## config.mk

```make
export PLATFORM = sky130hd
export DESIGN_NAME = float_pixel_to_packed_rgb_core_flat
export DESIGN_NICKNAME = d
export VERILOG_FILES = /design/src/rtl/fpx2rgb_pkg.sv /design/src/rtl/fpx2rgb_if.sv /design/src/rtl/fpx2rgb_pack.sv /design/src/rtl/float_pixel_to_packed_rgb_core.sv /design/src/flat_wrapper.sv
export VERILOG_INCLUDE_DIRS = /design/src /design/src/rtl
export SDC_FILE = /design/constraint.sdc
export NUM_CORES = 2
export LEC_CHECK = 0
export ABC_AREA = 1
export BUFFER_PORTS_ARGS = -buffer_cell sky130_fd_sc_hd__buf_4
export CORE_AREA = 2 2 316 396
export DETAILED_ROUTE_END_ITERATION = 8
export DIE_AREA = 0 0 318 398
export SLEW_MARGIN = 10
export SYNTH_ARGS = -nofsm -noshare
export SYNTH_HDL_FRONTEND = slang
export SYNTH_SLANG_ARGS = --single-unit
```

## constraint.sdc

```tcl
create_clock -name clk -period 5.9 [get_ports clk]
set_clock_uncertainty 0.1 [all_clocks]
set_input_delay 0 -clock clk [delete_from_list [all_inputs] [get_ports clk]]
set_output_delay 0 -clock clk [all_outputs]
set_load 0.005 [all_outputs]
```

## src/rtl/float_pixel_to_packed_rgb_core_defines.svh

```systemverilog
// Assertion macros shared by the pixel packer RTL.
// Both macros expect clk and rst_n in the enclosing scope.
`ifndef FLOAT_PIXEL_TO_PACKED_RGB_CORE_DEFINES_SVH
`define FLOAT_PIXEL_TO_PACKED_RGB_CORE_DEFINES_SVH

// Same-cycle implication.
`define FPX2RGB_ASSERT_IMP(lbl, ante, cons, msg) \
    lbl: assert property (@(posedge clk) disable iff (!rst_n) (ante) |-> (cons)) \
        else $error(msg);

// Next-cycle implication.
`define FPX2RGB_ASSERT_NXT(lbl, ante, cons, msg) \
    lbl: assert property (@(posedge clk) disable iff (!rst_n) (ante) |=> (cons)) \
        else $error(msg);

`endif

```

## src/rtl/fpx2rgb_pkg.sv

```systemverilog
// Types and constants for the fixed-point pixel packer.
// No dependencies; used by the interfaces, the pack stage and the top level.
package fpx2rgb_pkg;

    localparam int IN_W      = 18;   // signed Q2.16 channel
    localparam int CH_W      = 17;   // clipped channel, 0..1.0
    localparam int MUL_W     = 24;   // per-channel multiplier
    localparam int PROD_W    = 40;   // product of clipped channel and multiplier
    localparam int WORD_W    = 32;
    localparam int COUNT_W   = 3;
    localparam int CFG_IDX_W = 2;
    localparam int CFG_DAT_W = 3;

    localparam logic [CH_W-1:0] CH_ONE = CH_W'(17'h10000);

    localparam logic [CFG_IDX_W-1:0] CFG_OUTPUT_FORMAT    = 2'd0;
    localparam logic [CFG_IDX_W-1:0] CFG_SOURCE_HAS_ALPHA = 2'd1;

    typedef enum logic [2:0] {
        FMT_RGB8,
        FMT_BGR565,
        FMT_RGB565,
        FMT_BGR888,
        FMT_RGB888,
        FMT_RGBA8888,
        FMT_ARGB8888,
        FMT_BGR8888
    } fmt_t;

    typedef struct packed {
        fmt_t fmt;
        logic alpha;
    } ctl_t;

    typedef struct packed {
        logic [PROD_W-1:0] r;
        logic [PROD_W-1:0] g;
        logic [PROD_W-1:0] b;
        logic [7:0]        a8;
    } prod_t;

endpackage

```

## src/rtl/fpx2rgb_if.sv

```systemverilog
// Valid/ready channel interfaces for the pixel packer: pixel in, word out, config writes.
// Depends on fpx2rgb_pkg.
interface fpx2rgb_pix_if
    import fpx2rgb_pkg::*;
();
    logic                   valid;
    logic                   ready;
    logic signed [IN_W-1:0] red_in;
    logic signed [IN_W-1:0] green_in;
    logic signed [IN_W-1:0] blue_in;
    logic signed [IN_W-1:0] alpha_in;

    modport source (output valid, red_in, green_in, blue_in, alpha_in, input ready);
    modport sink   (input valid, red_in, green_in, blue_in, alpha_in, output ready);
endinterface

interface fpx2rgb_out_if
    import fpx2rgb_pkg::*;
();
    logic               valid;
    logic               ready;
    logic [WORD_W-1:0]  pixel_word;
    logic [COUNT_W-1:0] byte_count;

    modport source (output valid, pixel_word, byte_count, input ready);
    modport sink   (input valid, pixel_word, byte_count, output ready);
endinterface

interface fpx2rgb_cfg_if
    import fpx2rgb_pkg::*;
();
    logic                 valid;
    logic                 ready;
    logic [CFG_IDX_W-1:0] index;
    logic [CFG_DAT_W-1:0] data;

    modport source (output valid, index, data, input ready);
    modport sink   (input valid, index, data, output ready);
endinterface

```

## src/rtl/fpx2rgb_pack.sv

```systemverilog
// Final packing: picks the bit fields of the three channel products and lays
// them out in the selected memory format. Depends on fpx2rgb_pkg.
module fpx2rgb_pack
    import fpx2rgb_pkg::*;
(
    input  ctl_t               ctl,
    input  prod_t              prod,
    output logic [WORD_W-1:0]  word,
    output logic [COUNT_W-1:0] count
);

    localparam logic [COUNT_W-1:0] CNT_1 = COUNT_W'(1);
    localparam logic [COUNT_W-1:0] CNT_2 = COUNT_W'(2);
    localparam logic [COUNT_W-1:0] CNT_3 = COUNT_W'(3);
    localparam logic [COUNT_W-1:0] CNT_4 = COUNT_W'(4);

    logic [23:0] vr, vg, vb;
    logic [7:0]  lr, lg, lb;
    logic [7:0]  rgb8;
    logic [7:0]  alpha_byte;

    // Drop the 16 fraction bits of each product.
    assign vr = prod.r[PROD_W-1:16];
    assign vg = prod.g[PROD_W-1:16];
    assign vb = prod.b[PROD_W-1:16];
    assign lr = vr[7:0];
    assign lg = vg[7:0];
    assign lb = vb[7:0];

    assign rgb8       = 8'(lr << 6) + 8'(lg << 2) + lb;
    assign alpha_byte = ctl.alpha ? prod.a8 : 8'hff;

    always_comb
    begin
        word  = '0;
        count = CNT_1;
        case (ctl.fmt)
            FMT_RGB8:
            begin
                // premultiplied form takes the top bits of the 24-bit products
                word  = ctl.alpha ? {24'd0, vr[23:22], vg[23:21], vb[23:21]}
                                  : {24'd0, rgb8};
                count = CNT_1;
            end
            FMT_BGR565:
            begin
                word  = ctl.alpha ? {16'd0, vb[23:19], vg[23:18], vr[23:19]}
                                  : {16'd0, lb[4:0], lg[5:0], lr[4:0]};
                count = CNT_2;
            end
            FMT_RGB565:
            begin
                word  = ctl.alpha ? {16'd0, vr[23:19], vg[23:18], vb[23:19]}
                                  : {16'd0, lr[4:0], lg[5:0], lb[4:0]};
                count = CNT_2;
            end
            FMT_BGR888:
            begin
                word  = {8'd0, lr, lg, lb};
                count = CNT_3;
            end
            FMT_RGB888:
            begin
                word  = {8'd0, lb, lg, lr};
                count = CNT_3;
            end
            FMT_RGBA8888:
            begin
                word  = {alpha_byte, lb, lg, lr};
                count = CNT_4;
            end
            FMT_ARGB8888:
            begin
                word  = {lb, lg, lr, alpha_byte};
                count = CNT_4;
            end
            FMT_BGR8888:
            begin
                word  = {8'd0, lr, lg, lb};
                count = CNT_4;
            end
            default:
            begin
                word  = '0;
                count = CNT_1;
            end
        endcase
    end

endmodule

```

## src/rtl/float_pixel_to_packed_rgb_core.sv

```systemverilog
// Pixel packer top level: four register stages (clip, multiplier select,
// multiply, pack) behind a valid/ready handshake on each side.
// An accepted request passes each stage register in order. Throughput: one
// pixel per cycle unless the output stalls; each stage advances when it is
// empty or the stage after it moves; bubbles close up, stalls lose nothing.
// Reset clears all stage valid bits and sets format RGB8, opaque source.
`include "float_pixel_to_packed_rgb_core_defines.svh"

module float_pixel_to_packed_rgb_core
    import fpx2rgb_pkg::*;
(
    input  logic          clk,
    input  logic          rst_n,
    fpx2rgb_pix_if.sink   pixel,
    fpx2rgb_out_if.source result,
    fpx2rgb_cfg_if.sink   cfg
);

    localparam logic [MUL_W-1:0] K3   = MUL_W'(3);
    localparam logic [MUL_W-1:0] K7   = MUL_W'(7);
    localparam logic [MUL_W-1:0] K31  = MUL_W'(31);
    localparam logic [MUL_W-1:0] K63  = MUL_W'(63);
    localparam logic [MUL_W-1:0] K255 = MUL_W'(255);

    function automatic logic [CH_W-1:0] clip_ch(input logic signed [IN_W-1:0] raw);
        logic [CH_W-1:0] mag;
        mag = raw[IN_W-2:0];
        if (raw[IN_W-1])
            return '0;
        else if (mag > CH_ONE)
            return CH_ONE;
        else
            return mag;
    endfunction

    // configuration
    fmt_t fmt_reg,   fmt_next;
    logic alpha_reg, alpha_next;

    // stage valids and ready chain
    logic v1_reg, v1_next, v2_reg, v2_next, v3_reg, v3_next, v4_reg, v4_next;
    logic rdy1, rdy2, rdy3, rdy4;

    // stage 1: clipped channels
    logic [CH_W-1:0] s1_r_reg, s1_g_reg, s1_b_reg, s1_a_reg;
    ctl_t            s1_ctl_reg;

    // stage 2: channels with their multipliers
    logic [CH_W-1:0]  s2_r_reg, s2_g_reg, s2_b_reg;
    logic [MUL_W-1:0] s2_mr_reg, s2_mg_reg, s2_mb_reg;
    logic [MUL_W-1:0] mr_next, mg_next, mb_next;
    logic [7:0]       s2_a8_reg;
    ctl_t             s2_ctl_reg;
    logic [CH_W+7:0]  ca255;
    logic [7:0]       a8;

    // stage 3: products
    prod_t                 s3_prod_reg;
    ctl_t                  s3_ctl_reg;
    logic [CH_W+MUL_W-1:0] pr_full, pg_full, pb_full;

    // stage 4: output register
    logic [WORD_W-1:0]  s4_word_reg;
    logic [COUNT_W-1:0] s4_count_reg;
    logic [WORD_W-1:0]  word_next;
    logic [COUNT_W-1:0] count_next;

    // ---------------- configuration ----------------
    assign cfg.ready = 1'b1;

    always_comb
    begin
        fmt_next   = fmt_reg;
        alpha_next = alpha_reg;
        if (cfg.valid)
        begin
            case (cfg.index)
                CFG_OUTPUT_FORMAT:    fmt_next   = fmt_t'(cfg.data);
                CFG_SOURCE_HAS_ALPHA: alpha_next = cfg.data[0];
                default:              ;
            endcase
        end
    end

    always_ff @(posedge clk or negedge rst_n)
    begin
        if (!rst_n)
        begin
            fmt_reg   <= FMT_RGB8;
            alpha_reg <= 1'b0;
        end
        else
        begin
            fmt_reg   <= fmt_next;
            alpha_reg <= alpha_next;
        end
    end

    // ---------------- pipeline control ----------------
    assign rdy4 = !v4_reg || result.ready;
    assign rdy3 = !v3_reg || rdy4;
    assign rdy2 = !v2_reg || rdy3;
    assign rdy1 = !v1_reg || rdy2;

    assign pixel.ready = rdy1;

    assign v1_next = rdy1 ? pixel.valid : v1_reg;
    assign v2_next = rdy2 ? v1_reg      : v2_reg;
    assign v3_next = rdy3 ? v2_reg      : v3_reg;
    assign v4_next = rdy4 ? v3_reg      : v4_reg;

    always_ff @(posedge clk or negedge rst_n)
    begin
        if (!rst_n)
        begin
            v1_reg <= 1'b0;
            v2_reg <= 1'b0;
            v3_reg <= 1'b0;
            v4_reg <= 1'b0;
        end
        else
        begin
            v1_reg <= v1_next;
            v2_reg <= v2_next;
            v3_reg <= v3_next;
            v4_reg <= v4_next;
        end
    end

    // ---------------- stage 1: clip ----------------
    always_ff @(posedge clk)
    begin
        if (rdy1 && pixel.valid)
        begin
            s1_r_reg   <= clip_ch(pixel.red_in);
            s1_g_reg   <= clip_ch(pixel.green_in);
            s1_b_reg   <= clip_ch(pixel.blue_in);
            s1_a_reg   <= clip_ch(pixel.alpha_in);
            s1_ctl_reg <= '{fmt: fmt_reg, alpha: alpha_reg};
        end
    end

    // ---------------- stage 2: multiplier select ----------------
    // alpha * 255 by shift and subtract; its top byte is the 8-bit alpha
    assign ca255 = {s1_a_reg, 8'd0} - {8'd0, s1_a_reg};
    assign a8    = ca255[23:16];

    always_comb
    begin
        mr_next = K255;
        mg_next = K255;
        mb_next = K255;
        case (s1_ctl_reg.fmt)
            FMT_RGB8:
            begin
                if (s1_ctl_reg.alpha)
                begin
                    mr_next = ca255[MUL_W-1:0];
                    mg_next = ca255[MUL_W-1:0];
                    mb_next = ca255[MUL_W-1:0];
                end
                else
                begin
                    mr_next = K3;
                    mg_next = K7;
                    mb_next = K3;
                end
            end
            FMT_BGR565, FMT_RGB565:
            begin
                if (s1_ctl_reg.alpha)
                begin
                    mr_next = ca255[MUL_W-1:0];
                    mg_next = ca255[MUL_W-1:0];
                    mb_next = ca255[MUL_W-1:0];
                end
                else
                begin
                    mr_next = K31;
                    mg_next = K63;
                    mb_next = K31;
                end
            end
            FMT_BGR888, FMT_RGB888, FMT_BGR8888:
            begin
                // premultiply by the 8-bit alpha
                if (s1_ctl_reg.alpha)
                begin
                    mr_next = MUL_W'(a8);
                    mg_next = MUL_W'(a8);
                    mb_next = MUL_W'(a8);
                end
            end
            FMT_RGBA8888, FMT_ARGB8888:
            begin
                mr_next = K255;
                mg_next = K255;
                mb_next = K255;
            end
            default:
            begin
                mr_next = K255;
                mg_next = K255;
                mb_next = K255;
            end
        endcase
    end

    always_ff @(posedge clk)
    begin
        if (rdy2 && v1_reg)
        begin
            s2_r_reg   <= s1_r_reg;
            s2_g_reg   <= s1_g_reg;
            s2_b_reg   <= s1_b_reg;
            s2_mr_reg  <= mr_next;
            s2_mg_reg  <= mg_next;
            s2_mb_reg  <= mb_next;
            s2_a8_reg  <= a8;
            s2_ctl_reg <= s1_ctl_reg;
        end
    end

    // ---------------- stage 3: multiply ----------------
    assign pr_full = (CH_W+MUL_W)'(s2_r_reg) * (CH_W+MUL_W)'(s2_mr_reg);
    assign pg_full = (CH_W+MUL_W)'(s2_g_reg) * (CH_W+MUL_W)'(s2_mg_reg);
    assign pb_full = (CH_W+MUL_W)'(s2_b_reg) * (CH_W+MUL_W)'(s2_mb_reg);

    always_ff @(posedge clk)
    begin
        if (rdy3 && v2_reg)
        begin
            s3_prod_reg.r  <= pr_full[PROD_W-1:0];
            s3_prod_reg.g  <= pg_full[PROD_W-1:0];
            s3_prod_reg.b  <= pb_full[PROD_W-1:0];
            s3_prod_reg.a8 <= s2_a8_reg;
            s3_ctl_reg     <= s2_ctl_reg;
        end
    end

    // ---------------- stage 4: pack ----------------
    fpx2rgb_pack u_pack (
        .ctl   (s3_ctl_reg),
        .prod  (s3_prod_reg),
        .word  (word_next),
        .count (count_next)
    );

    always_ff @(posedge clk)
    begin
        if (rdy4 && v3_reg)
        begin
            s4_word_reg  <= word_next;
            s4_count_reg <= count_next;
        end
    end

    assign result.valid      = v4_reg;
    assign result.pixel_word = s4_word_reg;
    assign result.byte_count = s4_count_reg;

    // ---------------- assertions ----------------
    `FPX2RGB_ASSERT_IMP(a_one_byte_clean, result.valid && result.byte_count == 3'd1,
        result.pixel_word[31:8] == 24'd0, "one-byte pixel has upper bytes set")
    `FPX2RGB_ASSERT_IMP(a_two_byte_clean, result.valid && result.byte_count == 3'd2,
        result.pixel_word[31:16] == 16'd0, "two-byte pixel has upper bytes set")
    `FPX2RGB_ASSERT_NXT(a_stall_keeps_item, v3_reg && !rdy3, v3_reg,
        "stalled product stage lost its item")
    `FPX2RGB_ASSERT_NXT(a_request_enters, pixel.valid && pixel.ready, v1_reg,
        "accepted request missing from clip stage")

endmodule
```

## src/flat_wrapper.sv

```systemverilog
// flat-port wrapper written by rule: the top's interface ports become plain ports
module float_pixel_to_packed_rgb_core_flat import fpx2rgb_pkg::*;
  (clk, rst_n, pixel_valid, pixel_red_in, pixel_green_in, pixel_blue_in, pixel_alpha_in, pixel_ready, result_valid, result_pixel_word, result_byte_count, result_ready, cfg_valid, cfg_index, cfg_data, cfg_ready);
  fpx2rgb_pix_if pixel_i ();
  fpx2rgb_out_if result_i ();
  fpx2rgb_cfg_if cfg_i ();
  input  logic clk;
  input  logic rst_n;
  input wire logic [$bits(pixel_i.valid)-1:0] pixel_valid;
  input wire logic [$bits(pixel_i.red_in)-1:0] pixel_red_in;
  input wire logic [$bits(pixel_i.green_in)-1:0] pixel_green_in;
  input wire logic [$bits(pixel_i.blue_in)-1:0] pixel_blue_in;
  input wire logic [$bits(pixel_i.alpha_in)-1:0] pixel_alpha_in;
  output wire logic [$bits(pixel_i.ready)-1:0] pixel_ready;
  output wire logic [$bits(result_i.valid)-1:0] result_valid;
  output wire logic [$bits(result_i.pixel_word)-1:0] result_pixel_word;
  output wire logic [$bits(result_i.byte_count)-1:0] result_byte_count;
  input wire logic [$bits(result_i.ready)-1:0] result_ready;
  input wire logic [$bits(cfg_i.valid)-1:0] cfg_valid;
  input wire logic [$bits(cfg_i.index)-1:0] cfg_index;
  input wire logic [$bits(cfg_i.data)-1:0] cfg_data;
  output wire logic [$bits(cfg_i.ready)-1:0] cfg_ready;
  assign pixel_i.valid = pixel_valid;
  assign pixel_i.red_in = pixel_red_in;
  assign pixel_i.green_in = pixel_green_in;
  assign pixel_i.blue_in = pixel_blue_in;
  assign pixel_i.alpha_in = pixel_alpha_in;
  assign pixel_ready = pixel_i.ready;
  assign result_valid = result_i.valid;
  assign result_pixel_word = result_i.pixel_word;
  assign result_byte_count = result_i.byte_count;
  assign result_i.ready = result_ready;
  assign cfg_i.valid = cfg_valid;
  assign cfg_i.index = cfg_index;
  assign cfg_i.data = cfg_data;
  assign cfg_ready = cfg_i.ready;
  float_pixel_to_packed_rgb_core u_core (.clk(clk), .rst_n(rst_n), .pixel(pixel_i), .result(result_i), .cfg(cfg_i));
endmodule
```

==> impl_results.md <==
* Synth Register Bits at 256
* Clock sink count at 256
* Fin area at 58700 um2
* Max FFs per register at 48
* Warnings, synthesis at 0
* Rows at 144
* Final setup viols at 0
* CTS tree: yes
* Mapped Cells at 6162
* Worst slew pin tran at 0.881 ns
* Final Slew Violations at 0
* Fillers at 11801
* DR vias at 39776
* WL final at 148000 um
* Vias per cell at 4.89
* Root buf cell: clkbuf_16
* RSZ-0062 raised after global routing: true
* Initial Util at 40.9%
* Die Width at 318 um
* Worst-path maximum fanout at 6
* Max Root-Sink Buffers at 3
* Clk_lat worst skew at 0.62 ns
* Io pins at 120
* Gp weighted congestion at 0.918
* Commonest non-fill, non-tap cell in the layout: inv_1
* HPWL after detailed placement at 115000 um
* Period minus WS final at 5.85 ns
* CP arrival at 6.11 ns
* Tcrit/Tclk final at 99.2%
* Detailed Routing Iterations Pass 1 at 5
* # nets final at 7909
* First-pass GRT wire length at 231000 um
* Die height at 398 um
* Min-Delay Path Class: in -> reg
* H-tree level count at 1
* Status: finished clean
* Fmax at 0.171 GHz
* Routed wire per std cell at 18.2 um
* Netlist cell types at 52
* Initial antenna violation count at 1
* P&R area growth vs syn at 17.1%
* Die Area at 127000 um2
* Final ANT Viol Nets at 0
* Commonest cells after routing, fill and taps aside: inv_1, nand2_1, fa_1, buf_4, ha_1
* Total GRT Usage at 23.3%
* Seq/Total Area, Yosys at 15.3%
* Sum of negative setup slack at 0 ns
* Drt drc at 0
* Top FF cell, synth: edfxtp_1
* # port buffers at 118
* Post-Syn Area at 50100 um2
* WP data required at 6.16 ns
* Syn_nets at 7569
* Startpoint types: register
* Vias in the first global route at 42942
* Share of cells above drive strength 1 at 9.99%
* Max cap viols at 0
* Largest net degree at the start of global routing at 53
* Core Area at 123000 um2
* Final hold vios at 0
* Crit end category: register
* Inserted Clock Buffers at 31
* Slew Limit Headroom at 41.2%
* 1st-iter DRT viols at 2426
* Grt total ovfl at 0
* WS Path Type: reg -> reg
* Reg clk slew, reported paths at 0.07 ns
* Synth async-reset ratio at 3.13%
* Number of synthesized flops with an enable pin at 248
* Synth Area per Inst at 8.14 um2
* Placed Area at 55000 um2
[critical path: stages (launching register included)]
cell and delay [ns]:
edfxtp_1 0.39, buf_4 0.14, buf_12 0.16, buf_4 0.17, nand2_1 0.07, fa_1 0.50
inv_1 0.05, fa_1 0.48, fa_1 0.59, fa_1 0.47, fa_1 0.51, inv_1 0.05
fa_1 0.47, inv_1 0.04, ha_2 0.40, nand2_2 0.11, nor2_2 0.15, nand2_1 0.09
nor2_1 0.11, nand3_1 0.10, nand3_2 0.14, nand2_1 0.08, nand3_1 0.09, nand2_1 0.09
[metal layers]
metal	part of all wire (%)	GRT usage [%]	routed length [um]	up-vias
li1	-	-	-	18364
met2	51	43.3	75400	1116
met1	38	27.8	56600	19966
met5	0	0	0	-
met4	5.5	9.47	8060	0
met3	5.2	1.97	7650	330
[cell families after synthesis]
group / Yosys count / share of synthesized area [%]
AO/OA/AOI/OAI: 341 / 3.88
XOR/XNOR: 53 / 0.926
flip-flops: 256 / 15.3
multiplexers: 2 / 0.0449
AND/OR/NAND/NOR: 2069 / 16.3
adder cells (fa/ha/maj): 1325 / 47.7
other: 1 / 0.00748
buffers and inverters: 2115 / 15.9
[synthesized netlist by cell type, types with 2 or more instances]
library cell     n  area share (%)
a211oi_1         4           0.060
a21boi_0         7            0.10
a21o_1          15            0.22
a21oi_1        153             1.5
a22oi_1          3           0.045
a31oi_1          3           0.037
and2_1           3           0.037
and2_4           3           0.052
and3_1           6           0.075
buf_1            3           0.022
buf_2           11            0.11
clkbuf_1       244             1.8
dfrtp_1          8            0.40
edfxtp_1       248              15
fa_1           980              39
ha_1           345             8.6
inv_1         1852              14
inv_2            4           0.030
mux2_2           2           0.045
nand2_1       1621              12
nand2_2         11            0.14
nand3_1         84            0.84
nand3_2          2           0.040
nand3b_1         5           0.075
nand4_1         20            0.25
nor2_1         256             1.9
nor2_2           9            0.11
nor3_1          19            0.19
nor3_2           4           0.080
nor3b_1          2           0.030
nor4_1          20            0.25
o2111ai_1        5           0.087
o211ai_1        10            0.15
o21a_1           5           0.075
o21ai_0         94            0.94
o21ai_1          4           0.040
o21bai_1         5           0.075
o221ai_1        12            0.21
o22ai_1         15            0.19
o31ai_1          2           0.030
xnor2_1         18            0.31
xor2_1          35            0.61
[timing repair]
action / 4_1_cts / 5_1_grt
pin swaps: 0 / 27
resized for setup: 4 / 147
hold buffers: 129 / 0
endpoints found under the setup margin: 7 / 35
endpoints found under the hold margin: 84 / 0
setup buffers: 3 / 42
cloned: 0 / 11
[final timing paths]
path / start / endpoint / slack [ns] / depth (start not counted)
min in group asynchronous: rst_n / u_core.result.valid / 0.30 / 3
max in group asynchronous: rst_n / u_core.v3_reg / 5.13 / 3
hold / removal: pixel_blue_in[16] / u_core.s1_b_reg[6] / 0.03 / 3
hold reg to reg: u_core.s2_a8_reg[0] / u_core.s3_prod_reg[0] / 0.32 / 0
setup reg to reg: u_core.s2_mg_reg[11] / u_core.s3_prod_reg[45] / 0.05 / 23
setup / recovery: u_core.s2_mg_reg[11] / u_core.s3_prod_reg[45] / 0.05 / 23
[cell type report]
cell class                 count  area, um2  share of cell area (%)
timing repair buffer         566       5850                    9.96
clock buffer                  32        779                    1.33
inverter                    1856       6970                    11.9
multi-input combinational   3791      35200                    59.9
tap                         1606       2010                    3.42
antenna                        1       2.50                 0.00426
clock inverter                26        297                   0.505
sequential                   256       7650                    13.0
[through the flow]
step / setup slack, ns / util [%] / hold WS [ns] / std cells
finish: 0.0482 / 47.9 / 0.0341 / 8134
detailed placement: -0.118 / 44.8 / -0.276 / 7890
global route: -0.188 / 47.9 / 0.0695 / 8133
CTS: 0.00193 / 46.8 / 0.000403 / 8080
floorplan: 0.283 / - / -0.396 / 6162
global placement: -0.0242 / 44.8 / -0.277 / 7890
Power is left out: the tool's default activity adds up to more than one toggle a clock period on the data nets, which glitch-free logic cannot reach.
